[config.mk]
export PLATFORM = sky130hd
export DESIGN_NAME = source_tokenizer
export DESIGN_NICKNAME = d
export VERILOG_FILES = /design/src/design/stok_pkg.sv /design/src/design/stok_scan.sv /design/src/design/stok_resq.sv /design/src/design/source_tokenizer.sv
export SDC_FILE = /design/constraint.sdc
export NUM_CORES = 1
export LEC_CHECK = 0
export ABC_AREA = 1
export BUFFER_PORTS_ARGS = -buffer_cell sky130_fd_sc_hd__clkbuf_2
export CAP_MARGIN = 20
export CORE_MARGIN = 5
export CORE_UTILIZATION = 50
export CTS_BUF_LIST = sky130_fd_sc_hd__clkbuf_4
export DETAILED_ROUTE_END_ITERATION = 8
export GPL_TIMING_DRIVEN = 0
export PLACE_DENSITY = 0.69
export SKIP_LAST_GASP = 1
export SYNTH_ARGS = -nofsm -noshare
export SYNTH_HDL_FRONTEND = slang
export SYNTH_SLANG_ARGS = --single-unit
[constraint.sdc]
create_clock -name clock -period 5 [get_ports clock]
set_input_delay 0.5 -clock clock [delete_from_list [all_inputs] [get_ports clock]]
set_output_delay 0.5 -clock clock [all_outputs]
set_load 0.005 [all_outputs]
[src/design/stok_pkg.sv]
// Shared types, token codes and byte classification for the source tokenizer.
// No dependencies; used by every design file.
package stok_pkg;

   localparam int OFFSET_BITS_DEF = 32;
   localparam int LENGTH_BITS_DEF = 16;
   localparam int LINE_BITS_DEF   = 24;

   localparam int KIND_BITS     = 5;
   localparam int ERR_BITS      = 2;
   localparam int PREFIX_DEPTH  = 7;
   localparam int PIDX_W        = $clog2(PREFIX_DEPTH);
   localparam int RESQ_DEPTH    = 4;   // power of two

   // token kinds
   localparam logic [KIND_BITS-1:0] K_EOF     = 5'd0;
   localparam logic [KIND_BITS-1:0] K_ILLEGAL = 5'd1;
   localparam logic [KIND_BITS-1:0] K_IDENT   = 5'd2;
   localparam logic [KIND_BITS-1:0] K_INT     = 5'd3;
   localparam logic [KIND_BITS-1:0] K_STRING  = 5'd4;
   localparam logic [KIND_BITS-1:0] K_LPAREN  = 5'd5;
   localparam logic [KIND_BITS-1:0] K_RPAREN  = 5'd6;
   localparam logic [KIND_BITS-1:0] K_LBRACE  = 5'd7;
   localparam logic [KIND_BITS-1:0] K_RBRACE  = 5'd8;
   localparam logic [KIND_BITS-1:0] K_SEMI    = 5'd9;
   localparam logic [KIND_BITS-1:0] K_COMMA   = 5'd10;
   localparam logic [KIND_BITS-1:0] K_MINUS   = 5'd11;
   localparam logic [KIND_BITS-1:0] K_PLUS    = 5'd12;
   localparam logic [KIND_BITS-1:0] K_SLASH   = 5'd13;
   localparam logic [KIND_BITS-1:0] K_STAR    = 5'd14;
   localparam logic [KIND_BITS-1:0] K_LT      = 5'd15;
   localparam logic [KIND_BITS-1:0] K_GT      = 5'd16;
   localparam logic [KIND_BITS-1:0] K_BANG    = 5'd17;
   localparam logic [KIND_BITS-1:0] K_NOT_EQ  = 5'd18;
   localparam logic [KIND_BITS-1:0] K_ASSIGN  = 5'd19;
   localparam logic [KIND_BITS-1:0] K_EQ      = 5'd20;
   localparam logic [KIND_BITS-1:0] K_FN      = 5'd21;
   localparam logic [KIND_BITS-1:0] K_LET     = 5'd22;
   localparam logic [KIND_BITS-1:0] K_TRUE    = 5'd23;
   localparam logic [KIND_BITS-1:0] K_FALSE   = 5'd24;
   localparam logic [KIND_BITS-1:0] K_IF      = 5'd25;
   localparam logic [KIND_BITS-1:0] K_ELSE    = 5'd26;
   localparam logic [KIND_BITS-1:0] K_RETURN  = 5'd27;

   // error codes
   localparam logic [ERR_BITS-1:0] ERR_NONE       = 2'd0;
   localparam logic [ERR_BITS-1:0] ERR_UNTERM     = 2'd1;
   localparam logic [ERR_BITS-1:0] ERR_UNEXPECTED = 2'd2;

   typedef enum logic [2:0] {
      MODE_IDLE,
      MODE_IDENT,
      MODE_NUMBER,
      MODE_STRING,
      MODE_BANG,
      MODE_EQUAL,
      MODE_DONE
   } scan_mode_type;

   typedef logic [PREFIX_DEPTH-1:0][7:0] prefix_type;

   // results pushed into the queue this cycle; second implies first
   typedef struct packed {
      logic first;
      logic second;
   } push_type;

   function automatic logic is_alpha(input logic [7:0] c);
      return (c >= "a" && c <= "z") || (c >= "A" && c <= "Z") || (c == "_");
   endfunction

   function automatic logic is_digit(input logic [7:0] c);
      return (c >= "0" && c <= "9");
   endfunction

   // single-byte punctuation; K_EOF means "not punctuation"
   function automatic logic [KIND_BITS-1:0] single_kind(input logic [7:0] c);
      logic [KIND_BITS-1:0] k;
      case (c)
         "(":     k = K_LPAREN;
         ")":     k = K_RPAREN;
         "{":     k = K_LBRACE;
         "}":     k = K_RBRACE;
         ";":     k = K_SEMI;
         ",":     k = K_COMMA;
         "-":     k = K_MINUS;
         "+":     k = K_PLUS;
         "/":     k = K_SLASH;
         "*":     k = K_STAR;
         "<":     k = K_LT;
         ">":     k = K_GT;
         default: k = K_EOF;
      endcase
      return k;
   endfunction

   // exact keyword match on the stored identifier prefix
   function automatic logic [KIND_BITS-1:0] kw_kind(input prefix_type p,
                                                    input logic [PIDX_W-1:0] len);
      logic [KIND_BITS-1:0] k;
      k = K_IDENT;
      case (len)
         PIDX_W'(2): begin
            if (p[0] == "f" && p[1] == "n") k = K_FN;
            else if (p[0] == "i" && p[1] == "f") k = K_IF;
         end
         PIDX_W'(3): begin
            if (p[0] == "l" && p[1] == "e" && p[2] == "t") k = K_LET;
         end
         PIDX_W'(4): begin
            if (p[0] == "t" && p[1] == "r" && p[2] == "u" && p[3] == "e") k = K_TRUE;
            else if (p[0] == "e" && p[1] == "l" && p[2] == "s" && p[3] == "e") k = K_ELSE;
         end
         PIDX_W'(5): begin
            if (p[0] == "f" && p[1] == "a" && p[2] == "l" && p[3] == "s" && p[4] == "e")
               k = K_FALSE;
         end
         PIDX_W'(6): begin
            if (p[0] == "r" && p[1] == "e" && p[2] == "t" && p[3] == "u" && p[4] == "r" &&
                p[5] == "n")
               k = K_RETURN;
         end
         default: k = K_IDENT;
      endcase
      return k;
   endfunction

endpackage

[src/design/stok_scan.sv]
// Scanner state and per-byte token logic; emits up to two results per item.
// Depends on stok_pkg.
module stok_scan #(
   parameter int OFFSET_BITS = stok_pkg::OFFSET_BITS_DEF,
   parameter int LENGTH_BITS = stok_pkg::LENGTH_BITS_DEF,
   parameter int LINE_BITS   = stok_pkg::LINE_BITS_DEF,
   parameter int RES_W       = stok_pkg::KIND_BITS + stok_pkg::ERR_BITS + OFFSET_BITS +
                               LENGTH_BITS + LINE_BITS + 1
) (
   input  logic                 clock,
   input  logic                 reset,
   input  logic                 go,
   input  logic [7:0]           ch,
   input  logic                 eoi,
   output stok_pkg::push_type   push,
   output logic [RES_W-1:0]     res0,
   output logic [RES_W-1:0]     res1
);

   stok_pkg::scan_mode_type mode_ff, mode_in;
   logic [OFFSET_BITS-1:0]  pos_ff, pos_in;
   logic [OFFSET_BITS-1:0]  tstart_ff, tstart_in;
   logic [LENGTH_BITS-1:0]  count_ff, count_in, count_sat;
   logic [LINE_BITS-1:0]    line_ff, line_in, line_sat;
   stok_pkg::prefix_type    prefix_ff;

   logic                    prefix_we;
   logic [stok_pkg::PIDX_W-1:0] prefix_idx, kw_len;

   // pending token flushed when the byte after it ends it, or by the end item
   logic                             pend;
   logic [stok_pkg::KIND_BITS-1:0]   pend_kind;
   logic [stok_pkg::ERR_BITS-1:0]    pend_err;
   logic [LENGTH_BITS-1:0]           pend_len;
   logic                             flush_v;

   logic                             main_v;
   logic [stok_pkg::KIND_BITS-1:0]   main_kind;
   logic [stok_pkg::ERR_BITS-1:0]    main_err;
   logic [OFFSET_BITS-1:0]           main_start;
   logic [LENGTH_BITS-1:0]           main_len;
   logic                             fall;
   logic                             more;
   logic [stok_pkg::KIND_BITS-1:0]   sk;

   assign count_sat = (count_ff == '1) ? count_ff : count_ff + LENGTH_BITS'(1);
   assign line_sat  = (line_ff == '1) ? line_ff : line_ff + LINE_BITS'(1);
   assign kw_len    = (count_ff < LENGTH_BITS'(stok_pkg::PREFIX_DEPTH)) ?
                      count_ff[stok_pkg::PIDX_W-1:0] : stok_pkg::PIDX_W'(stok_pkg::PREFIX_DEPTH);
   assign sk        = stok_pkg::single_kind(ch);

   always_comb begin
      pend      = 1'b0;
      pend_kind = stok_pkg::K_EOF;
      pend_err  = stok_pkg::ERR_NONE;
      pend_len  = count_ff;
      case (mode_ff)
         stok_pkg::MODE_IDENT: begin
            pend      = 1'b1;
            pend_kind = stok_pkg::kw_kind(prefix_ff, kw_len);
         end
         stok_pkg::MODE_NUMBER: begin
            pend      = 1'b1;
            pend_kind = stok_pkg::K_INT;
         end
         stok_pkg::MODE_BANG: begin
            pend      = 1'b1;
            pend_kind = stok_pkg::K_BANG;
            pend_len  = LENGTH_BITS'(1);
         end
         stok_pkg::MODE_EQUAL: begin
            pend      = 1'b1;
            pend_kind = stok_pkg::K_ASSIGN;
            pend_len  = LENGTH_BITS'(1);
         end
         stok_pkg::MODE_STRING: begin
            pend      = 1'b1;
            pend_kind = stok_pkg::K_ILLEGAL;
            pend_err  = stok_pkg::ERR_UNTERM;
         end
         default: pend = 1'b0;
      endcase
   end

   always_comb begin
      mode_in    = mode_ff;
      pos_in     = pos_ff;
      tstart_in  = tstart_ff;
      count_in   = count_ff;
      line_in    = line_ff;
      prefix_we  = 1'b0;
      prefix_idx = '0;
      flush_v    = 1'b0;
      main_v     = 1'b0;
      main_kind  = stok_pkg::K_EOF;
      main_err   = stok_pkg::ERR_NONE;
      main_start = pos_ff;
      main_len   = '0;
      fall       = 1'b0;
      more       = (mode_ff == stok_pkg::MODE_IDENT) ?
                   (stok_pkg::is_alpha(ch) || stok_pkg::is_digit(ch)) : stok_pkg::is_digit(ch);

      if (go) begin
         if (eoi) begin
            flush_v = pend;
            main_v  = 1'b1;
            mode_in = stok_pkg::MODE_DONE;
         end else if (mode_ff != stok_pkg::MODE_DONE) begin
            pos_in = pos_ff + OFFSET_BITS'(1);
            case (mode_ff)
               stok_pkg::MODE_IDENT, stok_pkg::MODE_NUMBER: begin
                  if (more) begin
                     if (count_ff < LENGTH_BITS'(stok_pkg::PREFIX_DEPTH)) begin
                        prefix_we  = 1'b1;
                        prefix_idx = count_ff[stok_pkg::PIDX_W-1:0];
                     end
                     count_in = count_sat;
                  end else begin
                     flush_v = 1'b1;
                     mode_in = stok_pkg::MODE_IDLE;
                     fall    = 1'b1;
                  end
               end
               stok_pkg::MODE_STRING: begin
                  count_in = count_sat;
                  if (ch == "\"") begin
                     main_v     = 1'b1;
                     main_kind  = stok_pkg::K_STRING;
                     main_start = tstart_ff;
                     main_len   = count_sat;
                     mode_in    = stok_pkg::MODE_IDLE;
                  end else if (ch == "\n") begin
                     line_in = line_sat;
                  end
               end
               stok_pkg::MODE_BANG, stok_pkg::MODE_EQUAL: begin
                  mode_in = stok_pkg::MODE_IDLE;
                  if (ch == "=") begin
                     main_v     = 1'b1;
                     main_kind  = (mode_ff == stok_pkg::MODE_BANG) ?
                                  stok_pkg::K_NOT_EQ : stok_pkg::K_EQ;
                     main_start = tstart_ff;
                     main_len   = LENGTH_BITS'(2);
                  end else begin
                     flush_v = 1'b1;
                     fall    = 1'b1;
                  end
               end
               stok_pkg::MODE_IDLE: fall = 1'b1;
               default: fall = 1'b0;
            endcase

            // byte starts afresh: whitespace, newline, a new token or a one-byte token
            if (fall) begin
               if (ch inside {" ", "\t", "\r"}) begin
                  mode_in = stok_pkg::MODE_IDLE;
               end else if (ch == "\n") begin
                  line_in = line_sat;
               end else if (stok_pkg::is_alpha(ch) || stok_pkg::is_digit(ch) ||
                            ch == "\"" || ch == "!" || ch == "=") begin
                  tstart_in = pos_ff;
                  count_in  = LENGTH_BITS'(1);
                  if (stok_pkg::is_alpha(ch)) begin
                     mode_in    = stok_pkg::MODE_IDENT;
                     prefix_we  = 1'b1;
                     prefix_idx = '0;
                  end else if (stok_pkg::is_digit(ch)) begin
                     mode_in = stok_pkg::MODE_NUMBER;
                  end else if (ch == "\"") begin
                     mode_in = stok_pkg::MODE_STRING;
                  end else if (ch == "!") begin
                     mode_in = stok_pkg::MODE_BANG;
                  end else begin
                     mode_in = stok_pkg::MODE_EQUAL;
                  end
               end else begin
                  main_v   = 1'b1;
                  main_len = LENGTH_BITS'(1);
                  if (sk != stok_pkg::K_EOF) begin
                     main_kind = sk;
                  end else begin
                     main_kind = stok_pkg::K_ILLEGAL;
                     main_err  = stok_pkg::ERR_UNEXPECTED;
                  end
               end
            end
         end
      end
   end

   // every result of one item reports the line as it stood before the item
   assign push.first  = flush_v | main_v;
   assign push.second = flush_v & main_v;
   assign res0 = flush_v ?
                 {pend_kind, pend_err, tstart_ff, pend_len, line_ff, ~main_v} :
                 {main_kind, main_err, main_start, main_len, line_ff, 1'b1};
   assign res1 = {main_kind, main_err, main_start, main_len, line_ff, 1'b1};

   always_ff @(posedge clock) begin
      if (reset) begin
         mode_ff   <= stok_pkg::MODE_IDLE;
         pos_ff    <= '0;
         tstart_ff <= '0;
         count_ff  <= '0;
         line_ff   <= LINE_BITS'(1);
      end else begin
         mode_ff   <= mode_in;
         pos_ff    <= pos_in;
         tstart_ff <= tstart_in;
         count_ff  <= count_in;
         line_ff   <= line_in;
      end
   end

   always_ff @(posedge clock) begin
      if (prefix_we) begin
         prefix_ff[prefix_idx] <= ch;
      end
   end

endmodule

[src/design/stok_resq.sv]
// Small result queue: up to two writes and one read per cycle.
// Depends on stok_pkg (push_type).
module stok_resq #(
   parameter int WIDTH = 8,
   parameter int DEPTH = stok_pkg::RESQ_DEPTH
) (
   input  logic               clock,
   input  logic               reset,
   input  stok_pkg::push_type push,
   input  logic [WIDTH-1:0]   din0,
   input  logic [WIDTH-1:0]   din1,
   output logic               room2,
   output logic               out_valid,
   input  logic               out_ready,
   output logic [WIDTH-1:0]   dout
);

   localparam int PTR_W = $clog2(DEPTH);
   localparam int CNT_W = $clog2(DEPTH + 1);

   logic [WIDTH-1:0] mem_ff [DEPTH];
   logic [PTR_W-1:0] rd_ff, rd_in, wr_ff, wr_in, wr_next;
   logic [CNT_W-1:0] count_ff, count_in, n_push;
   logic             pop;

   assign pop       = out_valid & out_ready;
   assign out_valid = (count_ff != '0);
   assign dout      = mem_ff[rd_ff];
   assign room2     = (count_ff <= CNT_W'(DEPTH - 2));
   assign n_push    = CNT_W'(push.first) + CNT_W'(push.second);
   assign wr_next   = wr_ff + PTR_W'(1);
   assign wr_in     = wr_ff + PTR_W'(n_push);
   assign rd_in     = rd_ff + PTR_W'(pop);
   assign count_in  = count_ff + n_push - CNT_W'(pop);

   always_ff @(posedge clock) begin
      if (reset) begin
         rd_ff    <= '0;
         wr_ff    <= '0;
         count_ff <= '0;
      end else begin
         rd_ff    <= rd_in;
         wr_ff    <= wr_in;
         count_ff <= count_in;
      end
   end

   always_ff @(posedge clock) begin
      if (push.first) begin
         mem_ff[wr_ff] <= din0;
      end
      if (push.second) begin
         mem_ff[wr_next] <= din1;
      end
   end

endmodule

[src/design/source_tokenizer.sv]
// Top level of the streaming source tokenizer: input register, scanner, result queue.
// Depends on stok_pkg, stok_scan and stok_resq.
//
// Usage:
//   req channel: one source byte per item (req_ch), or an end item with
//   req_end_of_input set. rsp channel: tokens with kind, error code, start
//   offset, length, line and a last flag marking the final token of an item.
//   An item yields zero, one or two tokens; a token that is closed by the
//   byte after it goes out ahead of the token that byte itself produces.
//   Path: an accepted item waits in the input register, then the scanner
//   writes its tokens into the queue that drives rsp.
//   Throughput: one item per cycle while the queue has room for two tokens;
//   the output side drains one token per cycle, so items that yield two
//   tokens are absorbed by the four-entry queue.
//   Reset (synchronous, active high): scanner idle, offset 0, line 1, queue
//   empty. After an end item the scanner stays finished: further bytes are
//   dropped and further end items give EOF again.
//   Stall: when rsp_ready is low the queue fills; req_ready falls once it
//   cannot take two more tokens, and rises again as the receiver drains it.
module source_tokenizer #(
   parameter int OFFSET_BITS = stok_pkg::OFFSET_BITS_DEF,
   parameter int LENGTH_BITS = stok_pkg::LENGTH_BITS_DEF,
   parameter int LINE_BITS   = stok_pkg::LINE_BITS_DEF
) (
   input  logic                           clock,
   input  logic                           reset,
   input  logic                           req_valid,
   output logic                           req_ready,
   input  logic [7:0]                     req_ch,
   input  logic                           req_end_of_input,
   output logic                           rsp_valid,
   input  logic                           rsp_ready,
   output logic [stok_pkg::KIND_BITS-1:0] rsp_kind,
   output logic [stok_pkg::ERR_BITS-1:0]  rsp_error_kind,
   output logic [OFFSET_BITS-1:0]         rsp_start_offset,
   output logic [LENGTH_BITS-1:0]         rsp_token_length,
   output logic [LINE_BITS-1:0]           rsp_line_number,
   output logic                           rsp_last
);

   localparam int RES_W = stok_pkg::KIND_BITS + stok_pkg::ERR_BITS + OFFSET_BITS +
                          LENGTH_BITS + LINE_BITS + 1;

   // input register
   logic       in_valid_ff, in_valid_in;
   logic [7:0] in_ch_ff;
   logic       in_eoi_ff;
   logic       accept;
   logic       go;         // item in the input register is scanned this cycle
   logic       room2;      // queue can take two more tokens

   stok_pkg::push_type push;
   logic [RES_W-1:0]   res0, res1, dout;

   assign go          = in_valid_ff & room2;
   assign req_ready   = ~in_valid_ff | go;
   assign accept      = req_valid & req_ready;
   assign in_valid_in = accept | (in_valid_ff & ~go);

   always_ff @(posedge clock) begin
      if (reset) begin
         in_valid_ff <= 1'b0;
      end else begin
         in_valid_ff <= in_valid_in;
      end
   end

   always_ff @(posedge clock) begin
      if (accept) begin
         in_ch_ff  <= req_ch;
         in_eoi_ff <= req_end_of_input;
      end
   end

   stok_scan #(
      .OFFSET_BITS (OFFSET_BITS),
      .LENGTH_BITS (LENGTH_BITS),
      .LINE_BITS   (LINE_BITS),
      .RES_W       (RES_W)
   ) u_scan (
      .clock (clock),
      .reset (reset),
      .go    (go),
      .ch    (in_ch_ff),
      .eoi   (in_eoi_ff),
      .push  (push),
      .res0  (res0),
      .res1  (res1)
   );

   stok_resq #(
      .WIDTH (RES_W),
      .DEPTH (stok_pkg::RESQ_DEPTH)
   ) u_resq (
      .clock     (clock),
      .reset     (reset),
      .push      (push),
      .din0      (res0),
      .din1      (res1),
      .room2     (room2),
      .out_valid (rsp_valid),
      .out_ready (rsp_ready),
      .dout      (dout)
   );

   assign {rsp_kind, rsp_error_kind, rsp_start_offset, rsp_token_length,
           rsp_line_number, rsp_last} = dout;

endmodule

==> reports/results.ini, run 1 <==
[sta]
slew_headroom_pct = 26.92
fmax_mhz = 209.4
post-route-period-util_pct = 95.50
actual_slew_at_the_worst_max_slew_pin_ps = 1086
finalSetupViolCount = 0
holdWs_ps = 232.4
timing.final.max_slew_violations = 0
timing_hold_violations_final = 0
layout_min_cycle_time_ps = 4775
finClkSkew_ps = 69.18

[logic_synthesis]
synthesis.instances = 3130
yosys_most_used_dff = sky130_fd_sc_hd__edfxtp_1
yosys.cell_types.count = 47
synth.mux.area_fraction_pct = 0
ys_ff_latch = 492
post_synth_xor_area_fraction_pct = 1.228
syn-num-nets = 3155
syn_area_per_cell_sq_um = 8.205
compound_cell_area_share_of_the_yosys_netlist_pct = 13.97
post_synth_fa_ha_maj_area_fraction_pct = 0.6139
synth.yosys.seq_area_share_pct = 52.73
synthesis.yosys.warnings = 0
netlist_area_sq_um = 25680
async_flop_share_pct = 0
synth_enable_flop_cells = 369
synth_top_family_by_area = simple AND/OR/NAND/NOR gates
synth-simple-area-share_pct = 24.62

[layout]
syn2layout_area_growth_pct = 13.86
most-common-layout-cells = 683 x sky130_fd_sc_hd__nand2_1, 456 x sky130_fd_sc_hd__nor2_1, 369 x sky130_fd_sc_hd__edfxtp_1, 354 x sky130_fd_sc_hd__o21ai_0, 235 x sky130_fd_sc_hd__inv_1
drive_above_1_share_pct = 13.90
final_nets = 3414
final_common_cell = sky130_fd_sc_hd__nand2_1
n_fill_cell = 4680

[placed_design]
dp.final_hpwl_um = 58800
io_buffer_count = 93
place_congestion = 0.9754

[clock_tree]
root_buffer_master = sky130_fd_sc_hd__clkbuf_4
cts_htree_levels = 4
clockBufferDepth = 3
clock_latency_on_the_worst_skew_pair_ps = 1000
clk_pin_slew_ps = 70
cts_tree = built
numClockSinks = 492
inserted_clock_buffers = 132

[outcome]
result_of_the_run = completed

[die]
starting_density_of_the_core_pct = 50.26
floorplan.io_pins = 95
die_area_sq_um = 56000
die_w_um = 236.6
die_h_um = 236.6
fp.coreArea_sq_um = 51090
std_cell_rows = 83

[pwr]
vdd.ir_drop.worst_v = 0.0003133
leakage_nw = 10.62
totalPowerFinal_mw = 11.40
pd_cells_nw_per_um2 = 390.0

[critical_path]
setup.worst_path.class = reg2reg
timing.critical_path.slowest_cell_delay_ps = 510
critical-path-slowest-cell = sky130_fd_sc_hd__edfxtp_1
worst_ep_arrival_time_ps = 5590
critPathMaxFanout = 46
critPathCaptureType = register
worstPathCellList = nor2_1 -> nand2_1 -> o21ai_1 -> inv_1 -> nand3_1 -> nand3_1 -> nand3_1 -> nand2_2 -> inv_2 -> buf_2 -> ha_1 -> nand2_1 -> nor2_1 -> clkinvlp_4 -> buf_4 -> nand2_8 -> buf_16 -> clkinv_2 -> clkbuf_1 -> nor2_1
cp-start-kind = register
critical_path_required_ps = 5820

[global_route]
met3_demand_to_capacity_share_in_global_routing_pct = 6.930
grt_max_degree = 50
global_route_wire_length_before_repair_um = 128400
track_usage_pct = 29.16
grt-ovfl-total = 0
grt.met2_usage_pct = 45.99
number_of_antenna_violations_at_the_first_check_in_global_routing = 2
grt_use_met1_pct = 38.52
vias_in_the_first_global_route = 22990
grt.busiest_layer = met2

[detailed_routing]
detail_route.drc_violations = 0
drt-vias-per-instance = 5.782
drtPass1Iterations = 7
drtAntennaViolNets = 0
drt_first_iter_violations = 3037
totalWireLength_um = 84560
wl_per_cell_um = 20.23
num_vias = 24170

[min_path]
hold_path.class = in2reg

[job]
timing.max_cap.violations = 0

worst max-delay path, delay by kind of cell (launching register included):
| family | cells | cell delay (ps) |
|---|---|---|
| AND/OR/NAND/NOR | 10 | 1780 |
| buffers and inverters | 8 | 1910 |
| adder cells (fa/ha/maj) | 1 | 210 |
| AO/OA/AOI/OAI | 1 | 170 |
| flip-flops | 1 | 510 |
routing by layer:
layer  part of all wire [%]  wire length [um]
met1                     40             33900
met2                     45             38120
met3                     11              8949
met4                    4.2              3588
met5                      0                 0
path summary, 6_finish.rpt:
kind	start	endpoint	slack, ps	depth (start not counted)
setup / recovery	in_ch_ff[1]	u_resq.mem_ff[1][19]	230	20
setup reg to reg	in_ch_ff[1]	u_resq.mem_ff[1][19]	230	20
hold reg to reg	u_resq.mem_ff[1][73]	u_resq.mem_ff[1][73]	470	2
hold / removal	reset	u_scan.pos_ff[6]	230	3
logic make-up after synthesis:
logic type / after synthesis
simple gates: 1514
compound gates: 629
flops: 492
buf+inv: 447
xor+xnor: 36
fa+ha+maj: 12
final cells by class:
type	instances	area [sq um]	share of cell area, %
inverter	288	1094	3.740
antenna	3	7.507	0.02567
sequential	492	13540	46.32
tap	680	850.8	2.910
clock inverter	59	387.9	1.326
multi-input combinational	2194	10530	36.00
clock buffer	183	1374	4.698
timing repair buffer	123	785.8	2.687
buffer	158	671.9	2.298
where the power goes:
part	total, mW	internal (mW)	leakage (nW)	switching [mW]
sequential	4.79	4.68	4.29	0.106
combinational	2.88	0.808	5.29	2.08
clock	3.73	1.98	1.04	1.76
sequential cells by signal (all words and copies together) (netlist names):
signal	cells
u_scan.tstart_ff	32
in_valid_ff	1
u_resq.rd_ff	2
u_scan.prefix_ff	48
u_scan.count_ff	16
in_ch_ff	8
u_scan.mode_ff	3
u_scan.pos_ff	32
u_resq.mem_ff	320
u_resq.wr_ff	2
u_scan.line_ff	24
in_eoi_ff	1
u_resq.count_ff	3
cells in the mapped netlist, types with 6 or more instances:
library cell / number / area, sq um
sky130_fd_sc_hd__buf_1: 7 / 26.28
sky130_fd_sc_hd__nand2_1: 687 / 2579
sky130_fd_sc_hd__inv_1: 238 / 893.4
sky130_fd_sc_hd__inv_2: 45 / 168.9
sky130_fd_sc_hd__nand3_1: 226 / 1131
sky130_fd_sc_hd__ha_1: 11 / 137.6
sky130_fd_sc_hd__o21ai_1: 26 / 130.1
sky130_fd_sc_hd__nand4_1: 40 / 250.2
sky130_fd_sc_hd__o22ai_1: 84 / 525.5
sky130_fd_sc_hd__nand2_2: 9 / 56.30
sky130_fd_sc_hd__dfxtp_1: 123 / 2462
sky130_fd_sc_hd__nor2_2: 7 / 43.79
sky130_fd_sc_hd__buf_2: 17 / 85.08
sky130_fd_sc_hd__xor2_1: 34 / 297.8
sky130_fd_sc_hd__o22ai_2: 30 / 375.4
sky130_fd_sc_hd__nor2_1: 456 / 1712
sky130_fd_sc_hd__buf_4: 7 / 52.55
sky130_fd_sc_hd__clkbuf_1: 124 / 465.5
sky130_fd_sc_hd__a211oi_1: 6 / 45.04
sky130_fd_sc_hd__nor3_1: 50 / 250.2
sky130_fd_sc_hd__nor4_1: 16 / 100.1
sky130_fd_sc_hd__o21ai_0: 354 / 1772
sky130_fd_sc_hd__o21ai_2: 8 / 70.07
sky130_fd_sc_hd__a21oi_1: 106 / 530.5
sky130_fd_sc_hd__edfxtp_1: 369 / 11080
timing repair:
action                                 in CTS  in global routing
setup buffers                               3                 11
pin swaps                                   4                  2
endpoints found under the hold margin      19                  0
gates cloned                                2                  1
hold buffers                               10                  0
setup endpoints to repair                 143                 90
gates resized for setup                    15                  6
stage by stage:
| stage | std cells | instance area [sq um] | setup WS [ps] | setup TNS [ps] | util [%] |
|---|---|---|---|---|---|
| 6_report | 4180 | 29240 | 225.2 | 0 | 57.23 |
| 3_3_place_gp | 3903 | 27010 | -2368 | -460760 | 52.86 |
| 5_1_grt | 4180 | 29240 | -4.052 | -4.052 | 57.23 |
| 4_1_cts | 4164 | 29110 | -4.042 | -6.567 | 56.98 |
| 2_1_floorplan | 3130 | 25690 | 491.2 | 0 | - |
| 3_5_place_dp | 3908 | 27140 | -728.8 | -59190 | 53.11 |
No activity file was read; power rests on OpenSTA's default activity.
==> run 2, diff against run 1 <==
ABC_AREA = default   (was 1)
CORE_MARGIN = 1   (was 5)
==> reports/results.ini, run 2 <==
[critical_path]
timing.rr.start = in_ch_ff[4]  ; was in_ch_ff[1]
setup.worst_path.class = reg2reg  ; unchanged
critical_path_required_ps = 5670  ; was 5820 ps
critPathCaptureType = register  ; unchanged
critical_path.reg2reg.endpoint = u_resq.mem_ff[3][65]  ; was u_resq.mem_ff[1][19]
worst_ep_arrival_time_ps = 5500  ; was 5590 ps
critPathMaxFanout = 10  ; was 46
cp-start-kind = register  ; unchanged
reg2reg_depth = 14  ; was 20
r2r_setup_slack_ps = 180  ; was 230 ps

[detailed_routing]
wl_per_cell_um = 21.81  ; was 20.23 um
drt-vias-per-instance = 6.058  ; was 5.782
drtAntennaViolNets = 0  ; unchanged
drt_first_iter_violations = 1574  ; was 3037
num_vias = 17120  ; was 24170
totalWireLength_um = 61640  ; was 84560 um
detail_route.drc_violations = 0  ; unchanged
drtPass1Iterations = 5  ; was 7

[min_path]
worstHoldStart = rsp_ready  ; was reset
hold_path.class = in2reg  ; unchanged
hold-path-cell-count = 4  ; was 3
timing.hold.worst_endpoint = u_resq.rd_ff[0]  ; was u_scan.pos_ff[6]

[logic_synthesis]
yosys_most_used_dff = sky130_fd_sc_hd__edfxtp_1  ; unchanged
cell_with_the_most_instances_after_synthesis = sky130_fd_sc_hd__edfxtp_1  ; was sky130_fd_sc_hd__nand2_1
synth_enable_flop_cells = 369  ; unchanged
syn-num-nets = 1898  ; was 3155
syn_area_per_cell_sq_um = 12.39  ; was 8.205 sq um
yosys.cell_types.count = 75  ; was 47
synth_commonest_cells = 369 x sky130_fd_sc_hd__edfxtp_1, 145 x sky130_fd_sc_hd__nor2_1, 133 x sky130_fd_sc_hd__a22o_1, 124 x sky130_fd_sc_hd__nand2_1, 123 x sky130_fd_sc_hd__dfxtp_1  ; was 687 x sky130_fd_sc_hd__nand2_1, 456 x sky130_fd_sc_hd__nor2_1, 369 x sky130_fd_sc_hd__edfxtp_1, 354 x sky130_fd_sc_hd__o21ai_0, 238 x sky130_fd_sc_hd__inv_1
ys_ff_latch = 492  ; unchanged
synthTopCellsByArea = sky130_fd_sc_hd__edfxtp_1 48%, sky130_fd_sc_hd__dfxtp_1 11%, sky130_fd_sc_hd__mux4_2 7.8%  ; was sky130_fd_sc_hd__edfxtp_1 43%, sky130_fd_sc_hd__nand2_1 10%, sky130_fd_sc_hd__dfxtp_1 9.6%
synthesis.instances = 1873  ; was 3130
async_flop_share_pct = 0  ; unchanged
post-synth-top-area-cell = sky130_fd_sc_hd__edfxtp_1  ; unchanged
post-synth-top-area-fraction_pct = 47.73  ; was 43.15%
synth.yosys.seq_area_share_pct = 58.34  ; was 52.73%
synthesis.yosys.warnings = 0  ; unchanged
netlist_area_sq_um = 23210  ; was 25680 sq um

[layout]
postLayoutCellArea_sq_um = 26510  ; was 29240 sq um
final_nets = 2146  ; was 3414
largest_register_ffs = 320  ; unchanged
drive_above_1_share_pct = 21.46  ; was 13.90%
largest_register = u_resq.mem_ff  ; unchanged
final_common_cell = sky130_fd_sc_hd__edfxtp_1  ; was sky130_fd_sc_hd__nand2_1
final_core_utilization_pct = 58.17  ; was 57.23%
most-common-layout-cells = 369 x sky130_fd_sc_hd__edfxtp_1, 202 x sky130_fd_sc_hd__clkbuf_4, 143 x sky130_fd_sc_hd__nor2_1, 133 x sky130_fd_sc_hd__a22o_1, 124 x sky130_fd_sc_hd__nand2_1  ; was 683 x sky130_fd_sc_hd__nand2_1, 456 x sky130_fd_sc_hd__nor2_1, 369 x sky130_fd_sc_hd__edfxtp_1, 354 x sky130_fd_sc_hd__o21ai_0, 235 x sky130_fd_sc_hd__inv_1
biggestRegsByFlops = u_resq.mem_ff (320), u_scan.prefix_ff (48)  ; unchanged
syn2layout_area_growth_pct = 14.20  ; was 13.86%

[global_route]
grt-ovfl-total = 0  ; unchanged
number_of_antenna_violations_at_the_first_check_in_global_routing = 3  ; was 2
vias_in_the_first_global_route = 16790  ; was 22990
global_route_wire_length_before_repair_um = 94200  ; was 128400 um
track_usage_pct = 26.44  ; was 29.16%
grt_max_degree = 53  ; was 50

[clock_tree]
clk_pin_slew_ps = 70  ; about the same
clockBufferDepth = 3  ; unchanged
numClockSinks = 492  ; unchanged
clock_latency_on_the_worst_skew_pair_ps = 980  ; was 1000 ps
inserted_clock_buffers = 131  ; was 132
cts_tree = built  ; unchanged
root_buffer_master = sky130_fd_sc_hd__clkbuf_4  ; unchanged
cts_htree_levels = 4  ; unchanged

[die]
die_area_sq_um = 47300  ; was 56000 sq um
die_w_um = 217.5  ; was 236.6 um
starting_density_of_the_core_pct = 50.94  ; was 50.26%
die_h_um = 217.5  ; was 236.6 um
fp.coreArea_sq_um = 45580  ; was 51090 sq um
floorplan.io_pins = 95  ; unchanged
std_cell_rows = 78  ; was 83

[sta]
slew_headroom_pct = 27.57  ; was 26.92%
finalSetupViolCount = 0  ; unchanged
post-route-period-util_pct = 96.47  ; was 95.50%
finClkSkew_ps = 64.43  ; was 69.18 ps
timing_hold_violations_final = 0  ; unchanged
layout_min_cycle_time_ps = 4823  ; was 4775 ps
timing.final.max_slew_violations = 0  ; unchanged
actual_slew_at_the_worst_max_slew_pin_ps = 1086  ; about the same
grt_setup_unrepaired = no
fmax_mhz = 207.3  ; was 209.4 MHz

[pwr]
pd_cells_nw_per_um2 = 390.1  ; was 390.0 nW/um^2
leakage_nw = 8.946  ; was 10.62 nW
vdd.ir_drop.worst_v = 0.0002591  ; was 0.0003133 V

[outcome]
result_of_the_run = completed  ; unchanged

[job]
timing.max_cap.violations = 0  ; unchanged

[placed_design]
placement.cell_area_sq_um = 24610  ; was 27140 sq um
dp.final_hpwl_um = 40640  ; was 58800 um
io_buffer_count = 94  ; was 93
place_congestion = 0.9065  ; was 0.9754

run 2: cell count changes in the layout (fill, tap and decap cells not counted), sizes merged, moves of 37 or more:
cell   before  now
nand2     699  124
nor2      465  145
o21ai     388   76
inv       285   35
nand3     227   32
a22o        0  133
o22ai     114   13
and2        1   99
mux4        0   80
mux2i       0   37
run 2: cell type report:
type,instances,area [sq um]
repair buffers,118,763.2
multi-input cells,1200,8985
clock buffers,202,1516
well taps,600,750.7
diodes,3,7.507
clock inverters,33,165.2
plain buffers,148,663.1
flip-flops and latches,492,13540
inverters,30,116.4
fillers,3697,19070
run 2: cell families after synthesis:
logic type | Yosys count | synth area share (%)
compound gates | 417 | 12.55
xor+xnor | 39 | 1.471
fa+ha+maj | 12 | 0.6791
buf+inv | 181 | 3.169
flops | 492 | 58.34
mux | 119 | 9.454
simple gates | 613 | 14.34
run 2: per-stage QoR:
step | power (mW) | cells | setup slack [ps] | hold slack, ps | TNS (ps)
finish | 10.34 | 2826 | 176.6 | 160.4 | 0
global route | 10.76 | 2825 | 15.35 | 154.6 | 0
CTS | 10.39 | 2822 | 8.249 | 83.31 | 0
detailed placement | 6.840 | 2575 | -310.0 | 443.6 | -24820
global placement | 6.811 | 2567 | -1303 | 433.2 | -379140
floorplan | 6.018 | 1873 | 474.3 | 419.8 | 0
run 2: critical path: stages (launching register included):
cell	delay, ps
sky130_fd_sc_hd__edfxtp_1	540
sky130_fd_sc_hd__buf_2	240
sky130_fd_sc_hd__or4b_1	680
sky130_fd_sc_hd__or2_1	360
sky130_fd_sc_hd__o211ai_2	160
sky130_fd_sc_hd__nor3_4	120
sky130_fd_sc_hd__a31oi_1	190
sky130_fd_sc_hd__nand2b_1	130
sky130_fd_sc_hd__ha_1	270
sky130_fd_sc_hd__nand3b_1	370
sky130_fd_sc_hd__and2_1	210
sky130_fd_sc_hd__clkbuf_1	540
sky130_fd_sc_hd__nor2_2	220
sky130_fd_sc_hd__buf_2	280
sky130_fd_sc_hd__a22o_1	210
run 2: worst max-delay path by stage:
stage	start	to	slack (ps)	cells after the start
2_1_floorplan	in_ch_ff[1]	u_resq.mem_ff[0][10]	470	13
3_5_place_dp	in_ch_ff[3]	u_resq.mem_ff[0][56]	-310	14
6_report	in_ch_ff[4]	u_resq.mem_ff[3][65]	180	14
5_1_grt	in_ch_ff[1]	u_resq.mem_ff[0][60]	20	13
4_1_cts	in_ch_ff[1]	u_resq.mem_ff[0][69]	8	14
3_3_place_gp	in_ch_ff[3]	u_resq.mem_ff[0][54]	-1300	13
run 2: report_power, final:
group	switching, mW	internal, mW
Combinational	1.15	0.863
Sequential	0.0904	4.67
Clock	1.69	1.89
Total	2.92	7.42
run 2: timing repair:
item	4_1_cts	5_1_grt
pin swaps	0	2
setup buffers	1	3
hold endpoints to repair	12	0
hold buffers	11	0
setup endpoints to repair	162	343
gates resized for setup	4	15
run 2: per-layer routing:
layer,up-vias,wire (um),global-route usage (%)
met3,135,4954,6.653
met4,0,1760,10.68
met5,-,0,0
met1,8401,24980,33.97
li1,7794,-,-
met2,790,29940,42.86
